File: src/hw/rtl/dwem_pkg.sv
// Shared types and constants for the DEM window extrema marker.
// Mark codes held in the mark line, per-item control word, config indexes.
// No dependencies.
`timescale 1ns / 1ps
`default_nettype none

package dwem_pkg;

  // Config register indexes
  localparam int CFG_IDX_W = 2;
  localparam logic [CFG_IDX_W-1:0] CFG_COLUMNS = 2'd0;
  localparam logic [CFG_IDX_W-1:0] CFG_ROWS    = 2'd1;
  localparam logic [CFG_IDX_W-1:0] CFG_NODATA  = 2'd2;

  // Mark line codes
  typedef enum logic [1:0] {
    CODE_NEUTRAL = 2'd0,
    CODE_HIGH    = 2'd1,
    CODE_LOW     = 2'd2
  } dwem_code_t;

  // Control word travelling with an item from issue to the window stage
  typedef struct packed {
    logic sample;   // elevation sample (else flush)
    logic win_en;   // a 2x2 window closes on this sample
    logic emit;     // item gives a result
    logic fl_top;   // flush: cell held in the top carry register
    logic fl_mem;   // flush: cell read from the mark line
    logic fl_bot;   // flush: cell held in the bottom carry register
    logic last;     // final cell of the frame
  } dwem_op_t;

endpackage

`default_nettype wire

File: src/hw/rtl/dwem_seq.sv
// Issue sequencer: config registers, raster position and flush counters.
// Classifies each transfer and forms the line memory addresses.
// Depends on dwem_pkg.
`timescale 1ns / 1ps
`default_nettype none

module dwem_seq #(
  parameter int MAX_COLUMNS = 2048,
  localparam int IdxW = (MAX_COLUMNS > 1) ? $clog2(MAX_COLUMNS) : 1,
  localparam int CntW = $clog2(MAX_COLUMNS + 1)
) (
  input  wire logic                          clk,
  input  wire logic                          rst,
  input  wire logic                          cfg_valid,
  input  wire logic [dwem_pkg::CFG_IDX_W-1:0] cfg_index,
  input  wire logic [31:0]                   cfg_data,
  input  wire logic                          accept,
  input  wire logic                          cmd,
  output logic                               iss_valid,
  output dwem_pkg::dwem_op_t                 iss_op,
  output logic [IdxW-1:0]                    iss_col,
  output logic [IdxW-1:0]                    iss_waddr,
  output logic [IdxW-1:0]                    iss_raddr,
  output logic signed [31:0]                 nodata
);

  import dwem_pkg::*;

  localparam int ColsRst = (MAX_COLUMNS < 2048) ? MAX_COLUMNS : 2048;

  logic [CntW-1:0] cols_eff;
  logic [15:0]     rows_eff;
  logic [IdxW-1:0] col_pos;
  logic [15:0]     row_pos;
  logic [CntW-1:0] flush_cnt;

  logic            sample_ok;
  logic            flush_ok;
  logic            col_last;
  logic            f_last;
  logic [IdxW-1:0] cm1;
  logic            restart;
  logic [11:0]     cols_wr;

  assign cm1     = IdxW'(cols_eff - CntW'(1));
  assign cols_wr = cfg_data[11:0];
  assign restart = cfg_valid && (cfg_index == CFG_COLUMNS || cfg_index == CFG_ROWS);

  always_comb begin
    sample_ok = !cmd && (row_pos < rows_eff);
    flush_ok  = cmd && !(row_pos < rows_eff);
    col_last  = (col_pos == cm1);
    f_last    = (flush_cnt == cols_eff);
    iss_valid = accept && (sample_ok || flush_ok);

    iss_op.sample = sample_ok;
    iss_op.win_en = sample_ok && (row_pos != 16'd0) && (col_pos != '0);
    iss_op.emit   = flush_ok || iss_op.win_en ||
                    (sample_ok && (row_pos > 16'd1) && (col_pos == '0));
    iss_op.fl_top = flush_ok && (flush_cnt == '0);
    iss_op.fl_bot = flush_ok && f_last;
    iss_op.fl_mem = flush_ok && (flush_cnt != '0) && !f_last;
    iss_op.last   = flush_ok && f_last;

    iss_col   = col_pos;
    // column 0 writes back the last cell of the previous row
    iss_waddr = (col_pos == '0) ? cm1 : col_pos - IdxW'(1);
    iss_raddr = sample_ok ? col_pos : IdxW'(flush_cnt - CntW'(1));
  end

  always_ff @(posedge clk) begin
    if (rst) begin
      cols_eff  <= CntW'(ColsRst);
      rows_eff  <= 16'd2048;
      nodata    <= 32'sh8000_0000;
      col_pos   <= '0;
      row_pos   <= '0;
      flush_cnt <= '0;
    end else begin
      if (cfg_valid) begin
        unique case (cfg_index)
          CFG_COLUMNS: begin
            if (cols_wr < 12'd2) begin
              cols_eff <= CntW'(2);
            end else if (32'(cols_wr) > 32'(MAX_COLUMNS)) begin
              cols_eff <= CntW'(MAX_COLUMNS);
            end else begin
              cols_eff <= CntW'(cols_wr);
            end
          end
          CFG_ROWS: begin
            rows_eff <= (cfg_data[15:0] < 16'd2) ? 16'd2 : cfg_data[15:0];
          end
          CFG_NODATA: begin
            nodata <= cfg_data;
          end
          default: begin
          end
        endcase
      end

      if (restart) begin
        col_pos   <= '0;
        row_pos   <= '0;
        flush_cnt <= '0;
      end else if (iss_valid && sample_ok) begin
        if (col_last) begin
          col_pos <= '0;
          row_pos <= row_pos + 16'd1;
        end else begin
          col_pos <= col_pos + IdxW'(1);
        end
      end else if (iss_valid && flush_ok) begin
        if (f_last) begin
          col_pos   <= '0;
          row_pos   <= '0;
          flush_cnt <= '0;
        end else begin
          flush_cnt <= flush_cnt + CntW'(1);
        end
      end
    end
  end

endmodule

`default_nettype wire

File: config.mk
export PLATFORM = sky130hd
export DESIGN_NAME = dwem_seq
export DESIGN_NICKNAME = d
export VERILOG_FILES = /design/src/hw/rtl/dwem_pkg.sv /design/src/hw/rtl/dwem_seq.sv
export SDC_FILE = /design/constraint.sdc
export NUM_CORES = 1
export LEC_CHECK = 0
export ABC_AREA = 0
export CAP_MARGIN = 40
export CELL_PAD_IN_SITES_DETAIL_PLACEMENT = 0
export CELL_PAD_IN_SITES_GLOBAL_PLACEMENT = 1
export CORE_MARGIN = 2
export CORE_UTILIZATION = 25
export DETAILED_ROUTE_END_ITERATION = 10
export DONT_BUFFER_PORTS = 1
export GPL_TIMING_DRIVEN = 0
export HOLD_SLACK_MARGIN = 0.12
export PLACE_DENSITY = 0.56
export SLEW_MARGIN = 0
export SYNTH_ARGS = -nofsm -noshare
export SYNTH_HDL_FRONTEND = slang
export SYNTH_SLANG_ARGS = --single-unit
export TNS_END_PERCENT = 30
File: constraint.sdc
create_clock -name clk -period 4.1 [get_ports clk]
set_clock_uncertainty 0.15 [all_clocks]
set_input_delay 0.41 -clock clk [delete_from_list [all_inputs] [get_ports clk]]
set_output_delay 0.41 -clock clk [all_outputs]
set_load 0.01 [all_outputs]
==> results of run 1 <==
[per-layer routing]
layer | GRT usage (%) | routed length [um] | part of all wire (%)
met5 | 0 | 0 | 0
met4 | 2.97 | 139 | 0.72
met3 | 4.35 | 1320 | 6.9
met2 | 26.0 | 8750 | 46
met1 | 21.4 | 9000 | 47
[placed cells by master (no fill, tap or decap), types with 5 or more instances in the layout]
cell           netlist  final
xnor2_1             37     37
and3_1              12     12
nor4_1              10     10
clkbuf_16            0      9
nand4_1             11     11
or2_0                5      5
o31ai_1             15     15
mux2i_1              6      6
or4_1               18     18
a22oi_1             13     13
xor2_1              21     21
nor3_1              14     13
ha_1                27     26
nor2_1              55     55
a21o_1               9      9
dfxtp_1             99     98
nand2_1            117    116
a31oi_1             13     12
or2_2                6      6
buf_2                4      5
dlygate4sd3_1        0     33
clkbuf_1            53     47
o21ai_1              5      5
nand3_1             28     28
o21ai_0             11     10
inv_1               35     35
nor2b_1              7      6
a21oi_1             75     75
[timing repair]
action,in CTS,in global routing
hold endpoints to repair,58,0
endpoints found under the setup margin,51,46
resized for setup,19,11
pin swaps,1,2
hold buffers,33,0
[final timing paths]
kind	end	slack, ps
worst max-delay path	iss_waddr[9]	190
worst min-delay path	nodata[1]$_SDFFE_PP0P_	140
worst max register to register	row_pos[15]$_SDFFE_PP0P_	250
worst min register to register	rows_eff[5]$_SDFFE_PP0P_	310
[worst reg2reg max path: cells and delay by family (launching register included)]
kind | cells | cell delay, ps
AO/OA/AOI/OAI | 8 | 1670
adder cells (fa/ha/maj) | 2 | 500
buffers and inverters | 2 | 310
flip-flops | 1 | 310
AND/OR/NAND/NOR | 2 | 850
[stage by stage]
step / instance area, um^2 / std cells
6_report: 6930 / 1119
4_1_cts: 6880 / 1119
3_3_place_gp: 6220 / 1071
3_5_place_dp: 6220 / 1071
2_1_floorplan: 5830 / 758
5_1_grt: 6930 / 1119
[area by class of cell]
cell class	count	area [um^2]	area share (%)
multi-input combinational	561	3540	51.1
sequential	99	1980	28.6
tap	313	392	5.65
timing repair buffer	33	330	4.76
buffer	63	282	4.06
clock buffer	10	229	3.30
inverter	35	131	1.89
clock inverter	5	43.8	0.632
[power by group through the flow]
stage                     logic, W  registers [W]  clock network (W)
after global routing      0.000311        0.00100           0.000904
final                     0.000282       0.000999           0.000836
after floorplan           0.000179        0.00102                  0
after global placement    0.000238        0.00102                  0
after detailed placement  0.000238        0.00102                  0
after CTS                 0.000278       0.000999           0.000863
[flip-flops by register name (all words and copies together) (netlist names)]
register and flops:
cols_eff 12, flush_cnt 12, row_pos 16, nodata 32
iss_col 11, rows_eff 16
[kinds of logic (layout without fill, tap and decap cells)]
kind of cell | Yosys count | after routing | share of synthesized area [%]
XOR/XNOR | 59 | 59 | 9.10
AND/OR/NAND/NOR | 307 | 307 | 26.0
adder cells (fa/ha/maj) | 27 | 27 | 5.79
AO/OA/AOI/OAI | 162 | 162 | 17.2
flip-flops | 99 | 99 | 34.0
multiplexers | 6 | 6 | 1.03
buffers and inverters | 98 | 146 | 6.85
==> metrics.txt, run 1 <==
DR pass1 iterations 5; die height 157 um; ranking of synthesized cells by area dfxtp_1 34%, nand2_1 7.5%, a21oi_1 6.4%, ha_1 5.8%, xnor2_1 5.6%; TritonCTS Sinks 99; area share of the largest cell type after synthesis 34.0%; Worst Tran Pin Value 967 ps; clock network power share 39.5%; die width 157 um; worst path required time 3540 ps; Pint 0.00151 W; first-pass GRT wire length 30400 um; via count 5419; syn nets 824; max-cap viol count 0; max-slew violations 0; Final Hold Vio Count 0; Worst path depth 9; CP max stage cell or4_1; Worst Setup End Kind output port; cells after synthesis 758; Worst Hold Launch cfg_index[0]; Rows 55; r2r startpoint rows_eff[1]$_SDFFE_PP0P_; Synth area leader dfxtp_1; ys flop type dfxtp_1; DIE AREA 24600 um^2; antenna viol nets, final 0; register area share after synthesis 34.0%; Worst EP arrival 3350 ps; Vias per Instance 4.84; CTS Root Cell clkbuf_16; status finished, final reports clean; Min-Delay Path Class input pin to flop; final setup fails 0; crit path buf inv count 2; initial core utilization 25.6%; core area 22800 um^2; Fillers 2499; kind of cell adding the most delay to the critical path simple AND/OR/NAND/NOR gates; Cell Pwr Density 305 nW/um^2; fin crit period 3910 ps; most common library cells after synthesis 117 x nand2_1, 99 x dfxtp_1, 75 x a21oi_1; Final period util 95.4%; Reg clk slew, reported paths 70 ps; Placement Setup Slack -942 ps; CP startpoint iss_col[3]$_SDFFE_PP0P_; number of flops mapped to enable cells by yosys 0; netlist area before placement 5830 um^2; share of cells above drive strength 1 6.58%; syn avg cell area 7.69 um^2; vias in the first global route 5214; Leak 2.52 nW; worst r2r path cells 14; switch share 28.8%; CTS H-tree lvls 3; drt drc 0; dpl hpwl 14100 um; Post-Route WL 19200 um; CP max stage delay 600 ps; Ys Warns 0; Min-Delay Path Depth 3; FFs w/ async S/R, synth 0%; GRT overflow 0; CTS tree done; most common cell in the netlist nand2_1; critical-path cell list clkbuf_1, or4_1, or3_1, or2_1, or3_1, nor2_4, buf_4, nor2_1, a21oi_1; pin count of the biggest net entering global routing 18; fin worst setup slack 189 ps; sw power 0.000610 W; worst-path fanout max 10; Ports 112; Clk Latency, worst-skew pair 360 ps; final setup TNS 0 ps; Antenna Cells 0; Startpoint Class flop; Initial DRC Count 253; IO buf count 0; Layout Area Growth over Synthesis 18.9%; postcts setup bufs 0; Most common cell on crit path or3_1; Worst IR Drop VDD 0.182 mV; initial antenna violation count 0; sequential share of power 47.2%; total power 0.00212 W; Core Util, Final 30.4%; Highest Clock Rate 256 MHz; Gate power share 13.3%; TritonCTS Buffers 9; post-synthesis cell type count 58; mean routed wirelength per cell 17.2 um; deepest clock path buffer count 2; hold_ws 135 ps; GP Congestion 0.787; gr usage total 16.0%; # nets final 868; Crit Path Class flop to output port; FF+latch count, synth 99; Slew headroom 35.3%; RSZ-0062 raised after global routing false
(Power assumes the default switching activity.)
==> inputs of run 2 (changes only) <==
--- a/config.mk
+++ b/config.mk
@@ -16,6 +16,7 @@
 export GPL_TIMING_DRIVEN = 0
 export HOLD_SLACK_MARGIN = 0.12
 export PLACE_DENSITY = 0.56
+export REMOVE_ABC_BUFFERS = 1
 export SLEW_MARGIN = 0
 export SYNTH_ARGS = -nofsm -noshare
 export SYNTH_HDL_FRONTEND = slang
==> metrics.txt, run 2 (synthesized netlist as in run 1, its figures left out) <==
worst reg2reg endpoint flush_cnt[11]$_SDFFE_PP0P_ (was row_pos[15]$_SDFFE_PP0P_); GP Congestion 0.751 (was 0.787); drt drc 0 (unchanged); Largest register FFs 32 (unchanged); Worst Setup End Kind output port (unchanged); Fillers 2444 (was 2499); most common cell after layout, fill and taps aside nand2_1 (unchanged); crit path to iss_waddr[3] (was iss_waddr[9]); initial core utilization 25.6% (unchanged); TritonCTS Buffers 9 (unchanged); mean routed wirelength per cell 17.4 um (was 17.2 um); Highest Clock Rate 259 MHz (was 256 MHz); RSZ-0062 raised after global routing false (unchanged); Worst EP arrival 3300 ps (was 3350 ps); share of cells above drive strength 1 6.90% (was 6.58%); Layout Cells excl Fill 1069 (was 1119); Design Area, Final 6850 um^2 (was 6930 um^2); Cells after DPL 1014 (was 1071); top flop regs nodata (32), row_pos (16), rows_eff (16) (unchanged); core area 22800 um^2 (unchanged); max-slew violations 0 (unchanged); Leak 2.49 nW (was 2.52 nW); # nets final 815 (was 868); worst-path fanout max 15 (was 10); via count 5135 (was 5419); r2r startpoint rows_eff[1]$_SDFFE_PP0P_ (unchanged); status finished, final reports clean (unchanged); CTS Root Cell clkbuf_16 (unchanged); Largest Register nodata (unchanged); initial antenna violation count 0 (unchanged); most frequent cells in the layout 117 x nand2_1, 98 x dfxtp_1, 75 x a21oi_1 (was 116 x nand2_1, 98 x dfxtp_1, 75 x a21oi_1); Startpoint Class flop (unchanged); final setup TNS 0 ps (unchanged); first-pass GRT wire length 29100 um (was 30400 um); Worst IR Drop VDD 0.165 mV (was 0.182 mV); Slew headroom 41.5% (was 35.3%); Crit Path Class flop to output port (unchanged); Placed Instance Area 6090 um^2 (was 6220 um^2); Layout Area Growth over Synthesis 17.5% (was 18.9%); die height 157 um (unchanged); CP startpoint iss_col[2]$_SDFFE_PP0P_ (was iss_col[3]$_SDFFE_PP0P_); Worst Tran Pin Value 874 ps (was 967 ps); DIE AREA 24600 um^2 (unchanged); final setup fails 0 (unchanged); die width 157 um (unchanged); dpl hpwl 12600 um (was 14100 um); worst path required time 3540 ps (about the same); fin crit period 3860 ps (was 3910 ps); deepest clock path buffer count 2 (unchanged); CTS tree done (unchanged); pin count of the biggest net entering global routing 61 (was 18); Rows 55 (unchanged); max-cap viol count 0 (unchanged); Initial DRC Count 328 (was 253); Ports 112 (unchanged); worst r2r path cells 16 (was 14); GRT overflow 0 (unchanged); Vias per Instance 4.80 (was 4.84); gr usage total 15.3% (was 16.0%); r2r setup slk 260 ps (was 250 ps); IO buf count 0 (unchanged); Final period util 94.0% (was 95.4%); DR pass1 iterations 7 (was 5); Clk Latency, worst-skew pair 360 ps (about the same); TritonCTS Sinks 99 (unchanged); antenna viol nets, final 0 (unchanged); Post-Route WL 18600 um (was 19200 um); vias in the first global route 5040 (was 5214); Min-Delay Path Class input pin to flop (unchanged); Cell Pwr Density 316 nW/um^2 (was 305 nW/um^2); Worst Hold Launch cfg_data[11] (was cfg_index[0]); Reg clk slew, reported paths 80 ps (was 70 ps); Final Hold Vio Count 0 (unchanged); CTS H-tree lvls 3 (unchanged)
==> run 2: cell count changes in the layout (fill, tap and decap cells not counted), sizes merged <==
cell and change:
diode +2, clkinvlp +1, dlygate4sd3 -1, clkbuf -52
==> run 2: cell type report <==
class                      count  area [um^2]  area share, %
tap                          313          392           5.72
antenna                        2         5.00         0.0731
clock buffer                  10          239           3.49
sequential                    99         1990           29.0
inverter                      35          131           1.92
timing repair buffer          43          488           7.12
clock inverter                 6         66.3          0.968
multi-input combinational    561         3540           51.7
==> run 2: critical path, cell delays in order, from the launching register on <==
cell	delay, ps
dfxtp_1	470
or4_1	620
or3_1	350
or2_1	250
or3_1	420
nor2_4	360
and3b_1	230
a21oi_1	230
==> run 2: power by group <==
part           internal [W]  switching, W  leakage [nW]
Sequential         0.000980     0.0000256         0.802
Combinational      0.000110      0.000160          1.54
Clock              0.000450      0.000440         0.148
Total               0.00154      0.000625          2.49
==> run 2: metal layers <==
metal  track usage, %  vias up  routed length, um
met5                0        -                  0
met4             4.81        0                175
met3             4.13       14               1340
met2             23.1      123               7950
met1             21.2     2394               9080
li1                 -     2604                  -
==> run 2: worst min-delay path by stage <==
stage | endpoint | cells after the start
2_1_floorplan | rows_eff[10]$_SDFFE_PP0P_ | 2
3_3_place_gp | rows_eff[6]$_SDFFE_PP0P_ | 2
3_5_place_dp | rows_eff[15]$_SDFFE_PP0P_ | 2
4_1_cts | cols_eff[11]$_SDFFE_PP1P_ | 3
5_1_grt | cols_eff[11]$_SDFFE_PP1P_ | 3
6_report | cols_eff[11]$_SDFFE_PP1P_ | 3
==> run 2: timing repair <==
action,4_1_cts,5_1_grt
gates cloned,0,0
endpoints found under the setup margin,36,18
hold buffers,33,0
buffers inserted,0,4
resized for setup,7,10
hold endpoints to repair,60,0
pin swaps,1,5
==> run 2: metrics by stage <==
stage          utilization (%)  total power, W  worst slack [ps]  hold WS (ps)
6_report                  30.1         0.00216               245           145
5_1_grt                   30.0         0.00227              2.40           169
4_1_cts                   29.7         0.00219              34.7           122
3_5_place_dp              26.7         0.00124              -458           292
3_3_place_gp              26.1         0.00123             -2880           289
2_1_floorplan                -         0.00118              -599           280
