<file path="config.mk">
export PLATFORM = sky130hd
export DESIGN_NAME = dwem_core
export DESIGN_NICKNAME = d
export VERILOG_FILES = /design/src/hw/rtl/dwem_pkg.sv /design/src/hw/rtl/dwem_core.sv
export SDC_FILE = /design/constraint.sdc
export NUM_CORES = 1
export LEC_CHECK = 0
export BUFFER_PORTS_ARGS = -buffer_cell sky130_fd_sc_hd__buf_2
export CAP_MARGIN = 20
export CORE_UTILIZATION = 45
export DETAILED_ROUTE_END_ITERATION = 6
export HOLD_SLACK_MARGIN = 0.1
export PLACE_DENSITY = 0.77
export SYNTH_ARGS = -nofsm -noshare
export SYNTH_HDL_FRONTEND = slang
export SYNTH_SLANG_ARGS = --single-unit
</file>
<file path="constraint.sdc">
create_clock -name clk -period 5 [get_ports clk]
set_input_delay 0.5 -clock clk [delete_from_list [all_inputs] [get_ports clk]]
set_output_delay 0.5 -clock clk [all_outputs]
set_load 0.005 [all_outputs]
</file>
<file path="src/hw/rtl/dwem_pkg.sv">
// Shared types and constants for the DEM window extrema marker.
// Mark codes held in the mark line, per-item control word, config indexes.
// No dependencies.
`timescale 1ns / 1ps
`default_nettype none

package dwem_pkg;

  // Config register indexes
  localparam int CFG_IDX_W = 2;
  localparam logic [CFG_IDX_W-1:0] CFG_COLUMNS = 2'd0;
  localparam logic [CFG_IDX_W-1:0] CFG_ROWS    = 2'd1;
  localparam logic [CFG_IDX_W-1:0] CFG_NODATA  = 2'd2;

  // Mark line codes
  typedef enum logic [1:0] {
    CODE_NEUTRAL = 2'd0,
    CODE_HIGH    = 2'd1,
    CODE_LOW     = 2'd2
  } dwem_code_t;

  // Control word travelling with an item from issue to the window stage
  typedef struct packed {
    logic sample;   // elevation sample (else flush)
    logic win_en;   // a 2x2 window closes on this sample
    logic emit;     // item gives a result
    logic fl_top;   // flush: cell held in the top carry register
    logic fl_mem;   // flush: cell read from the mark line
    logic fl_bot;   // flush: cell held in the bottom carry register
    logic last;     // final cell of the frame
  } dwem_op_t;

endpackage

`default_nettype wire

</file>
<file path="src/hw/rtl/dwem_core.sv">
// Window stage and output register: ranks the 2x2 window, updates the marks,
// writes back to the line memories and holds the result. Depends on dwem_pkg.
`timescale 1ns / 1ps
`default_nettype none

module dwem_core #(
  parameter int MAX_COLUMNS = 2048,
  localparam int IdxW = (MAX_COLUMNS > 1) ? $clog2(MAX_COLUMNS) : 1
) (
  input  wire logic               clk,
  input  wire logic               rst,
  input  wire logic               iss_valid,
  input  wire dwem_pkg::dwem_op_t iss_op,
  input  wire logic [IdxW-1:0]    iss_col,
  input  wire logic [IdxW-1:0]    iss_waddr,
  input  wire logic [IdxW-1:0]    iss_raddr,
  input  wire logic signed [31:0] elevation,
  input  wire logic signed [31:0] nodata,
  output logic                    in_ready,
  input  wire logic signed [31:0] elev_rdata,
  input  wire logic [1:0]         mark_rdata,
  output logic                    elev_we,
  output logic [IdxW-1:0]         elev_waddr,
  output logic [31:0]             elev_wdata,
  output logic                    mark_we,
  output logic [IdxW-1:0]         mark_waddr,
  output logic [1:0]              mark_wdata,
  output logic                    out_valid,
  input  wire logic               out_ready,
  output logic [7:0]              mark,
  output logic                    frame_last
);

  import dwem_pkg::*;

  localparam logic [7:0] MarkHigh    = 8'd255;
  localparam logic [7:0] MarkNeutral = 8'd128;
  localparam logic [7:0] MarkLow     = 8'd0;

  // window stage
  logic               b_valid;
  dwem_op_t           b_op;
  logic [IdxW-1:0]    b_col;
  logic [IdxW-1:0]    b_waddr;
  logic signed [31:0] b_elev;
  logic               b_fwd_hit;
  dwem_code_t         b_fwd_code;
  logic               b_fire;

  // carries across the window: previous row at c-1, current row at c-1
  logic signed [31:0] ul_val;
  logic signed [31:0] ll_val;
  dwem_code_t         top_code;
  dwem_code_t         bot_code;

  logic signed [31:0] v [4];
  logic [3:0]         lt [4];
  logic [1:0]         ord [4];
  logic [1:0]         swp;
  dwem_code_t         cw [4];
  dwem_code_t         tr_code;
  dwem_code_t         res_code;
  logic               no_gap;

  function automatic logic [7:0] decode_mark(input dwem_code_t c);
    logic [7:0] m;
    unique case (c)
      CODE_HIGH: m = MarkHigh;
      CODE_LOW:  m = MarkLow;
      default:   m = MarkNeutral;
    endcase
    return m;
  endfunction

  assign b_fire   = b_valid && (!out_valid || out_ready);
  assign in_ready = !b_valid || b_fire;

  always_comb begin
    v[0] = ul_val;
    v[1] = elev_rdata;
    v[2] = ll_val;
    v[3] = b_elev;
    tr_code = b_fwd_hit ? b_fwd_code : dwem_code_t'(mark_rdata);
    no_gap  = (v[0] != nodata) && (v[1] != nodata) &&
              (v[2] != nodata) && (v[3] != nodata);

    for (int i = 0; i < 4; i++) begin
      for (int j = 0; j < 4; j++) begin
        lt[i][j] = (v[i] < v[j]);
      end
    end

    // exchange sort on indexes only; all compares are between original values
    swp = '0;
    for (int k = 0; k < 4; k++) begin
      ord[k] = 2'(k);
    end
    for (int m = 0; m < 3; m++) begin
      for (int n = m + 1; n < 4; n++) begin
        if (lt[ord[m]][ord[n]]) begin
          swp    = ord[m];
          ord[m] = ord[n];
          ord[n] = swp;
        end
      end
    end

    cw[0] = top_code;
    cw[1] = tr_code;
    cw[2] = bot_code;
    cw[3] = CODE_NEUTRAL;
    if (b_op.win_en && no_gap) begin
      cw[ord[0]] = CODE_HIGH;
      cw[ord[3]] = CODE_LOW;
    end

    if (b_op.fl_top) begin
      res_code = top_code;
    end else if (b_op.fl_mem) begin
      res_code = tr_code;
    end else if (b_op.fl_bot) begin
      res_code = bot_code;
    end else begin
      res_code = cw[0];
    end
  end

  assign elev_we    = b_fire && b_op.sample;
  assign elev_waddr = b_col;
  assign elev_wdata = b_elev;
  assign mark_we    = b_fire && b_op.sample;
  assign mark_waddr = b_waddr;
  assign mark_wdata = cw[2];

  always_ff @(posedge clk) begin
    if (rst) begin
      b_valid   <= 1'b0;
      out_valid <= 1'b0;
    end else begin
      if (in_ready) begin
        b_valid <= iss_valid;
      end
      if (b_fire) begin
        out_valid <= b_op.emit;
      end else if (out_ready) begin
        out_valid <= 1'b0;
      end
    end

    if (iss_valid && in_ready) begin
      b_op    <= iss_op;
      b_col   <= iss_col;
      b_waddr <= iss_waddr;
      b_elev  <= elevation;
      // write-back in flight to the column being read: take it from here
      b_fwd_hit  <= mark_we && (mark_waddr == iss_raddr);
      b_fwd_code <= cw[2];
    end

    if (b_fire && b_op.sample) begin
      ul_val   <= elev_rdata;
      ll_val   <= b_elev;
      top_code <= cw[1];
      bot_code <= cw[3];
    end

    if (b_fire) begin
      mark       <= decode_mark(res_code);
      frame_last <= b_op.last;
    end
  end

endmodule

`default_nettype wire

</file>
==> flow_results.xml, run 1 <==
<?xml version="1.0" encoding="UTF-8"?>
<metrics>
  <group name="sta">
    <metric name="timing.final.crit_share" unit="%">101</metric>
    <metric name="slew_headroom" unit="%">34.9</metric>
    <metric name="setup-tns-final" unit="ns">-0.0614</metric>
    <metric name="rsz_0062_raised_after_global_routing" unit="">true</metric>
    <metric name="clock-skew-final" unit="ns">0.0155</metric>
    <metric name="fmaxAchievable" unit="MHz">198</metric>
    <metric name="timing_worst_slew_pin_value" unit="ns">0.968</metric>
    <metric name="finalWorstSetupSlack" unit="ns">-0.0614</metric>
    <metric name="setup_viol" unit="">1</metric>
    <metric name="timing.final.hold_violations" unit="">0</metric>
    <metric name="holdWs" unit="ns">0.222</metric>
    <metric name="timing_max_transition_violations_final" unit="">0</metric>
    <metric name="min_tclk_post_route" unit="ns">5.06</metric>
  </group>
  <group name="yosys">
    <metric name="synth_cells" unit="">1053</metric>
    <metric name="sequential_fraction_of_the_synthesis_area" unit="%">37.1</metric>
    <metric name="synth_enable_flop_cells" unit="">135</metric>
    <metric name="synth.area.top_cells" unit="">edfxtp_1 37%, ha_1 22%, xor2_1 11%, inv_1 3.7%, a21oi_1 3.1%</metric>
    <metric name="yosys.cell_types.count" unit="">76</metric>
    <metric name="synthDominantCellAreaShare" unit="%">36.7</metric>
    <metric name="syn-cell-area" unit="sq mm">0.0110</metric>
    <metric name="synthMostInstantiatedCell" unit="">ha_1</metric>
    <metric name="synthesis.nets" unit="">1387</metric>
    <metric name="ys_async_sr_fraction" unit="%">0</metric>
    <metric name="library_cell_with_the_largest_summed_area_after_synthesis" unit="">edfxtp_1</metric>
    <metric name="netlist_top_cells_count" unit="">192 x ha_1, 135 x edfxtp_1, 135 x xor2_1</metric>
    <metric name="synth-seq-cells" unit="">137</metric>
    <metric name="syn_avg_cell_area" unit="sq um">10.5</metric>
    <metric name="synthesis.yosys.warnings" unit="">0</metric>
    <metric name="synth_ff_type" unit="">edfxtp_1</metric>
  </group>
  <group name="layout">
    <metric name="fill_cell_instance_count_of_the_final_layout" unit="">2056</metric>
    <metric name="post_layout_nonfiller_instances" unit="">1708</metric>
    <metric name="antennaDiodeCount" unit="">0</metric>
    <metric name="fin_area" unit="sq mm">0.0141</metric>
    <metric name="final-seq-area" unit="sq mm">0.00409</metric>
    <metric name="total_area_of_multi_input_combinational_cells" unit="sq mm">0.00673</metric>
    <metric name="syn2layout_area_growth" unit="%">27.3</metric>
    <metric name="drive_gt1_share" unit="%">30.2</metric>
    <metric name="design.final.nets" unit="">1710</metric>
  </group>
  <group name="setup_path">
    <metric name="worstPathArrival" unit="ns">4.56</metric>
    <metric name="endpoint_kind" unit="">primary output</metric>
    <metric name="worst-setup-path-type" unit="">flop to primary output</metric>
    <metric name="cp_max_fo" unit="">7</metric>
    <metric name="required" unit="ns">4.50</metric>
    <metric name="ff2ff_path_depth" unit="">16</metric>
    <metric name="worstSetupStartpointType" unit="">flop</metric>
  </group>
  <group name="clock_tree">
    <metric name="clock_insertion_delay_worst_skew" unit="ns">0.45</metric>
    <metric name="htree_num_levels" unit="">4</metric>
    <metric name="clkTransAtPathRegs" unit="ns">0.07</metric>
    <metric name="number_of_clock_buffers_inserted_by_tritoncts" unit="">17</metric>
    <metric name="holdBufCountCts" unit="">0</metric>
    <metric name="max-clock-path-buffers" unit="">2</metric>
    <metric name="cts_num_sinks" unit="">137</metric>
    <metric name="cts_root_buf" unit="">clkbuf_16</metric>
    <metric name="tritoncts" unit="">done</metric>
  </group>
  <group name="floorplanning">
    <metric name="core_area" unit="sq mm">0.0238</metric>
    <metric name="start_util" unit="%">46.5</metric>
    <metric name="top_level_ports" unit="">211</metric>
    <metric name="area_of_the_die" unit="sq mm">0.0252</metric>
    <metric name="die_height" unit="um">159</metric>
    <metric name="die_x" unit="um">159</metric>
    <metric name="rows" unit="">56</metric>
  </group>
  <group name="route">
    <metric name="detail_route.iter0.violations" unit="">868</metric>
    <metric name="routed-wl-met2" unit="mm">16.8</metric>
    <metric name="post_drt_wl_per_cell" unit="um">21.7</metric>
    <metric name="num_vias" unit="">9806</metric>
    <metric name="drc_errors" unit="">0</metric>
    <metric name="top_layer_used" unit="">met4</metric>
    <metric name="post_drt_via_cell_ratio" unit="">5.74</metric>
    <metric name="firstDrtPassIters" unit="">6</metric>
    <metric name="drtAntennaViolNets" unit="">0</metric>
    <metric name="wirelength" unit="mm">37.0</metric>
    <metric name="met1Wirelength" unit="mm">15.5</metric>
    <metric name="met3_wirelength" unit="mm">3.35</metric>
  </group>
  <group name="power_and_ir_drop">
    <metric name="vdd.ir_drop.worst" unit="V">0.000246</metric>
    <metric name="cellPowerDensity" unit="mW/mm^2">250</metric>
    <metric name="p_leak" unit="nW">6.49</metric>
  </group>
  <group name="global_route">
    <metric name="grt_max_degree" unit="">65</metric>
    <metric name="first_global_vias" unit="">9635</metric>
    <metric name="gr-usage-all-layers" unit="%">30.0</metric>
    <metric name="grt_pass1_wl" unit="mm">54.7</metric>
    <metric name="grt_antenna_before_repair" unit="">0</metric>
    <metric name="grt_overflow" unit="">0</metric>
  </group>
  <group name="placement">
    <metric name="place_hpwl" unit="mm">29.4</metric>
    <metric name="place.detailed.instances" unit="">1641</metric>
    <metric name="routability_cong" unit="">1.00</metric>
    <metric name="port-buffer-count" unit="">210</metric>
    <metric name="place_area" unit="sq mm">0.0129</metric>
    <metric name="place_worst_setup_slack" unit="ns">-0.0133</metric>
  </group>
  <group name="run_status">
    <metric name="violations" unit="">negative setup slack</metric>
    <metric name="result_of_the_run" unit="">finished, violations left</metric>
  </group>
  <group name="min_path">
    <metric name="whs_path_depth" unit="">2</metric>
    <metric name="min_path_type" unit="">primary input to flop</metric>
  </group>
  <group name="job">
    <metric name="drv.max_cap_violation_count" unit="">0</metric>
  </group>
</metrics>
[area by class of cell]
cell class | count | share of cell area [%]
multi-input combinational | 794 | 47.9
clock inverter | 14 | 0.908
clock buffer | 18 | 3.12
inverter | 109 | 2.91
timing repair buffer | 317 | 13.2
tap | 319 | 2.84
sequential | 137 | 29.1
[registers in the layout (all words and copies together) (netlist names)]
name        cells
b_fwd_code      2
b_fwd_hit       1
b_op            7
b_valid         1
bot_code        2
elev_waddr     11
elev_wdata     32
frame_last      1
ll_val         32
mark            2
mark_waddr     11
out_valid       1
top_code        2
ul_val         32
[power by group]
group	switching (W)	internal [W]	leakage, nW	total [W]
logic	0.000486	0.000378	4.92	0.000864
clock network	0.000600	0.000670	0.280	0.00127
registers	0.0000512	0.00133	1.29	0.00138
[through the flow]
stage / total power, W / utilization (%)
after detailed placement: 0.00216 / 54.5
final: 0.00351 / 59.2
after global routing: 0.00364 / 59.2
after CTS: 0.00346 / 58.0
after global placement: 0.00215 / 54.5
after floorplan: 0.00182 / -
[per-layer routing]
layer / vias up / global-route usage [%]
met5: - / 0
met4: 0 / 12.4
met3: 76 / 5.93
met2: 497 / 48.2
met1: 4629 / 39.3
li1: 4604 / -
[worst paths after layout]
kind / from / end / slack, ns
worst min-delay path: rst / out_valid / 0.22
worst max register to register: ll_val[26] / mark[6] / 0.48
worst min register to register: b_op[0] / frame_last / 0.42
worst max-delay path: ll_val[26] / mark_wdata[0] / -0.06
[placed cells by master, fill, tap and decap left out, types with 9 or more instances in the layout]
master     synthesis  layout
nor4_1            45      38
inv_1            109     100
nand3_1           20      19
ha_1             192     190
edfxtp_1         135     135
buf_4              9     105
clkbuf_16          0      17
nand2_1           56      56
buf_2              0     210
inv_2              0       9
nor2_1            34      32
o21ai_0           35      32
nand4_1           43      43
nor3_1            10       9
xor2_1           135     135
a21oi_1           68      66
a21o_1            14      14
[cells by family (layout without fill, tap and decap cells)]
| logic type | after synthesis | count (layout) | share of synthesized area (%) |
|---|---|---|---|
| simple gates | 257 | 257 | 12.7 |
| compound gates | 199 | 199 | 12.2 |
| fa+ha+maj | 192 | 192 | 21.8 |
| xor+xnor | 139 | 139 | 11.0 |
| flops | 137 | 137 | 37.1 |
| buf+inv | 122 | 458 | 4.59 |
| mux | 7 | 7 | 0.668 |
[critical path, stage by stage (launching register included)]
cell,delay (ns)
edfxtp_1,0.50
ha_1,0.31
and2_1,0.14
nand4_1,0.18
or4_4,0.63
nand3b_1,0.29
o211ai_2,0.16
nand2_4,0.12
o211a_4,0.28
o32a_1,0.32
a211oi_4,0.32
nand2b_1,0.10
a21o_2,0.21
and3_4,0.15
nand2b_4,0.13
a21boi_2,0.15
buf_2,0.13
[timing repair]
item	4_1_cts	5_1_grt
resized for setup	30	35
buffers inserted	23	12
setup endpoints to repair	2	2
pin swaps	15	29
(Power assumes the default switching activity.)
==> inputs of run 2 (changes only) <==
--- a/config.mk
+++ b/config.mk
@@ -10,7 +10,7 @@
 export CORE_UTILIZATION = 45
 export DETAILED_ROUTE_END_ITERATION = 6
 export HOLD_SLACK_MARGIN = 0.1
-export PLACE_DENSITY = 0.77
+export PLACE_DENSITY_LB_ADDON = 0.2
 export SYNTH_ARGS = -nofsm -noshare
 export SYNTH_HDL_FRONTEND = slang
 export SYNTH_SLANG_ARGS = --single-unit
==> constraint.sdc (replaced) <==
create_clock -name clk -period 6.4 [get_ports clk]
set_input_delay 0.64 -clock clk [delete_from_list [all_inputs] [get_ports clk]]
set_output_delay 0.64 -clock clk [all_outputs]
set_load 0.005 [all_outputs]
==> run 2 against run 1 <==
The run now ends clean; sequential power fell by 21%; non-clock buffer count decreased by 101; total power decreased by 26%; largest power group unchanged; largest cell class unchanged; clock skew shrank 0.0013 ns; routed wire length decreased by 6.6%; final cell count shrank 5.9%; critical endpoint unchanged.
==> flow_results.xml, run 2 (synthesis gave the netlist of run 1 again) <==
<?xml version="1.0" encoding="UTF-8"?>
<metrics>
  <group name="layout">
    <metric name="fill_cell_instance_count_of_the_final_layout" unit="">2138</metric>
    <metric name="mostFrequentLayoutCell" unit="">buf_2</metric>
    <metric name="final-seq-area" unit="sq mm">0.00409</metric>
    <metric name="drive_gt1_share" unit="%">20.7</metric>
    <metric name="layout_common_cells" unit="">210 x buf_2, 192 x ha_1, 135 x xor2_1, 135 x edfxtp_1, 109 x inv_1</metric>
    <metric name="antennaDiodeCount" unit="">0</metric>
    <metric name="total_area_of_multi_input_combinational_cells" unit="sq mm">0.00645</metric>
    <metric name="syn2layout_area_growth" unit="%">17.7</metric>
    <metric name="design.final.nets" unit="">1609</metric>
  </group>
  <group name="sta">
    <metric name="timing_max_transition_violations_final" unit="">0</metric>
    <metric name="timing_worst_slew_pin_value" unit="ns">0.893</metric>
    <metric name="fmaxAchievable" unit="MHz">172</metric>
    <metric name="holdWs" unit="ns">0.372</metric>
    <metric name="setup-tns-final" unit="ns">0</metric>
    <metric name="rsz_0062_raised_after_global_routing" unit="">false</metric>
    <metric name="timing.final.hold_violations" unit="">0</metric>
    <metric name="setup_viol" unit="">0</metric>
    <metric name="timing.final.crit_share" unit="%">90.8</metric>
    <metric name="slew_headroom" unit="%">40.5</metric>
    <metric name="min_tclk_post_route" unit="ns">5.81</metric>
    <metric name="clock-skew-final" unit="ns">0.0142</metric>
  </group>
  <group name="global_route">
    <metric name="grt_pass1_wl" unit="mm">51.7</metric>
    <metric name="grt_max_degree" unit="">65</metric>
    <metric name="gr-usage-all-layers" unit="%">28.4</metric>
    <metric name="grt_util_met2" unit="%">45.3</metric>
    <metric name="grt_antenna_before_repair" unit="">0</metric>
    <metric name="grt_util_met3" unit="%">5.85</metric>
    <metric name="grt.busiest_layer" unit="">met2</metric>
    <metric name="grt_use_met1" unit="%">37.5</metric>
    <metric name="grt_overflow" unit="">0</metric>
    <metric name="first_global_vias" unit="">9007</metric>
  </group>
  <group name="placement">
    <metric name="place_hpwl" unit="mm">28.4</metric>
    <metric name="routability_cong" unit="">0.989</metric>
    <metric name="port-buffer-count" unit="">210</metric>
  </group>
  <group name="clock_tree">
    <metric name="holdBufCountCts" unit="">0</metric>
    <metric name="clkTransAtPathRegs" unit="ns">0.07</metric>
    <metric name="clock_insertion_delay_worst_skew" unit="ns">0.44</metric>
    <metric name="post_cts.repair.setup_buffers" unit="">0</metric>
    <metric name="tritoncts" unit="">done</metric>
    <metric name="cts_num_sinks" unit="">137</metric>
    <metric name="max-clock-path-buffers" unit="">2</metric>
    <metric name="cts_root_buf" unit="">clkbuf_16</metric>
    <metric name="post_cts_resized" unit="">0</metric>
    <metric name="htree_num_levels" unit="">4</metric>
    <metric name="number_of_clock_buffers_inserted_by_tritoncts" unit="">17</metric>
  </group>
  <group name="min_path">
    <metric name="worst_hold_startpoint" unit="">iss_op[4]</metric>
    <metric name="min_path_type" unit="">primary input to flop</metric>
    <metric name="whs_path_depth" unit="">1</metric>
    <metric name="hold_end" unit="">b_op[4]</metric>
  </group>
  <group name="setup_path">
    <metric name="worst-setup-path-type" unit="">flop to primary output</metric>
    <metric name="required" unit="ns">5.76</metric>
    <metric name="worstSetupStartpointType" unit="">flop</metric>
    <metric name="cp_num_buf_inv" unit="">1</metric>
    <metric name="regToRegSetupSlack" unit="ns">1.47</metric>
    <metric name="crit_cells" unit="">15</metric>
    <metric name="path_cells" unit="">ha_1 -&gt; nand4_1 -&gt; nor2_1 -&gt; nand4_1 -&gt; or3_1 -&gt; o21ai_0 -&gt; mux2i_1 -&gt; o211a_1 -&gt; o32a_1 -&gt; a211oi_2 -&gt; nor2_1 -&gt; a311o_1 -&gt; nand2b_1 -&gt; a21boi_1 -&gt; buf_2</metric>
    <metric name="slowest_delay" unit="ns">0.55</metric>
    <metric name="critical-path-top-delay-family" unit="">compound AO/OA/AOI/OAI gates</metric>
    <metric name="worst_setup_path_start" unit="">elev_wdata[31]</metric>
    <metric name="worstPathArrival" unit="ns">5.17</metric>
    <metric name="crit_reg_reg_startpoint" unit="">elev_wdata[31]</metric>
    <metric name="ff2ff_path_depth" unit="">15</metric>
    <metric name="critical-path-slowest-cell" unit="">or3_1</metric>
    <metric name="worstReg2RegEnd" unit="">mark[6]</metric>
    <metric name="endpoint_kind" unit="">primary output</metric>
    <metric name="cp_max_fo" unit="">7</metric>
  </group>
  <group name="floorplanning">
    <metric name="start_util" unit="%">46.5</metric>
    <metric name="rows" unit="">56</metric>
    <metric name="die_height" unit="um">159</metric>
    <metric name="core_area" unit="sq mm">0.0238</metric>
    <metric name="top_level_ports" unit="">211</metric>
    <metric name="die_x" unit="um">159</metric>
    <metric name="area_of_the_die" unit="sq mm">0.0252</metric>
  </group>
  <group name="route">
    <metric name="post_drt_via_cell_ratio" unit="">5.73</metric>
    <metric name="wirelength" unit="mm">34.6</metric>
    <metric name="post_drt_wl_per_cell" unit="um">21.5</metric>
    <metric name="detail_route.iter0.violations" unit="">739</metric>
    <metric name="drc_errors" unit="">0</metric>
    <metric name="num_vias" unit="">9203</metric>
    <metric name="firstDrtPassIters" unit="">5</metric>
    <metric name="drtAntennaViolNets" unit="">0</metric>
  </group>
  <group name="power_and_ir_drop">
    <metric name="p_leak" unit="nW">5.95</metric>
    <metric name="vdd.ir_drop.worst" unit="V">0.000202</metric>
    <metric name="cellPowerDensity" unit="mW/mm^2">200</metric>
  </group>
  <group name="run_status">
    <metric name="result_of_the_run" unit="">finished clean</metric>
  </group>
  <group name="job">
    <metric name="drv.max_cap_violation_count" unit="">0</metric>
  </group>
</metrics>
[run 2: how the worst max path moves through the flow]
stage	slack [ns]	end
2_1_floorplan	1.72	mark_wdata[0]
3_3_place_gp	0.81	mark_wdata[0]
3_5_place_dp	0.80	mark_wdata[0]
4_1_cts	0.60	mark_wdata[0]
5_1_grt	0.28	mark_wdata[0]
6_report	0.59	mark_wdata[0]
[run 2: through the flow]
step / cells / total power, W / area (sq um) / worst slack (ns) / utilization (%)
final: 1607 / 0.00260 / 13000 / 0.586 / 54.7
after CTS: 1607 / 0.00262 / 13000 / 0.596 / 54.7
after global placement: 1575 / 0.00164 / 12400 / 0.811 / 52.4
after floorplan: 1053 / 0.00142 / 11000 / 1.72 / -
after global routing: 1607 / 0.00272 / 13000 / 0.284 / 54.7
after detailed placement: 1575 / 0.00164 / 12400 / 0.800 / 52.4
[run 2: report_power, final]
part | switching (W) | total, W | internal [W]
Clock | 0.000449 | 0.000962 | 0.000513
Combinational | 0.000325 | 0.000549 | 0.000223
Sequential | 0.0000511 | 0.00109 | 0.00104
Total | 0.000825 | 0.00260 | 0.00177
[run 2: metal layers]
metal	vias up	routed length [um]
met5	-	0
met4	0	1220
met3	64	2700
met2	396	15300
met1	4348	15300
li1	4395	-
[run 2: cell type report]
cell class,count,share of cell area (%)
Clock buffer,18,3.30
Clock inverter,14,0.991
Inverter,109,3.15
Multi-Input combinational cell,794,49.6
Sequential cell,137,31.5
Tap cell,319,3.07
Timing Repair Buffer,216,8.43
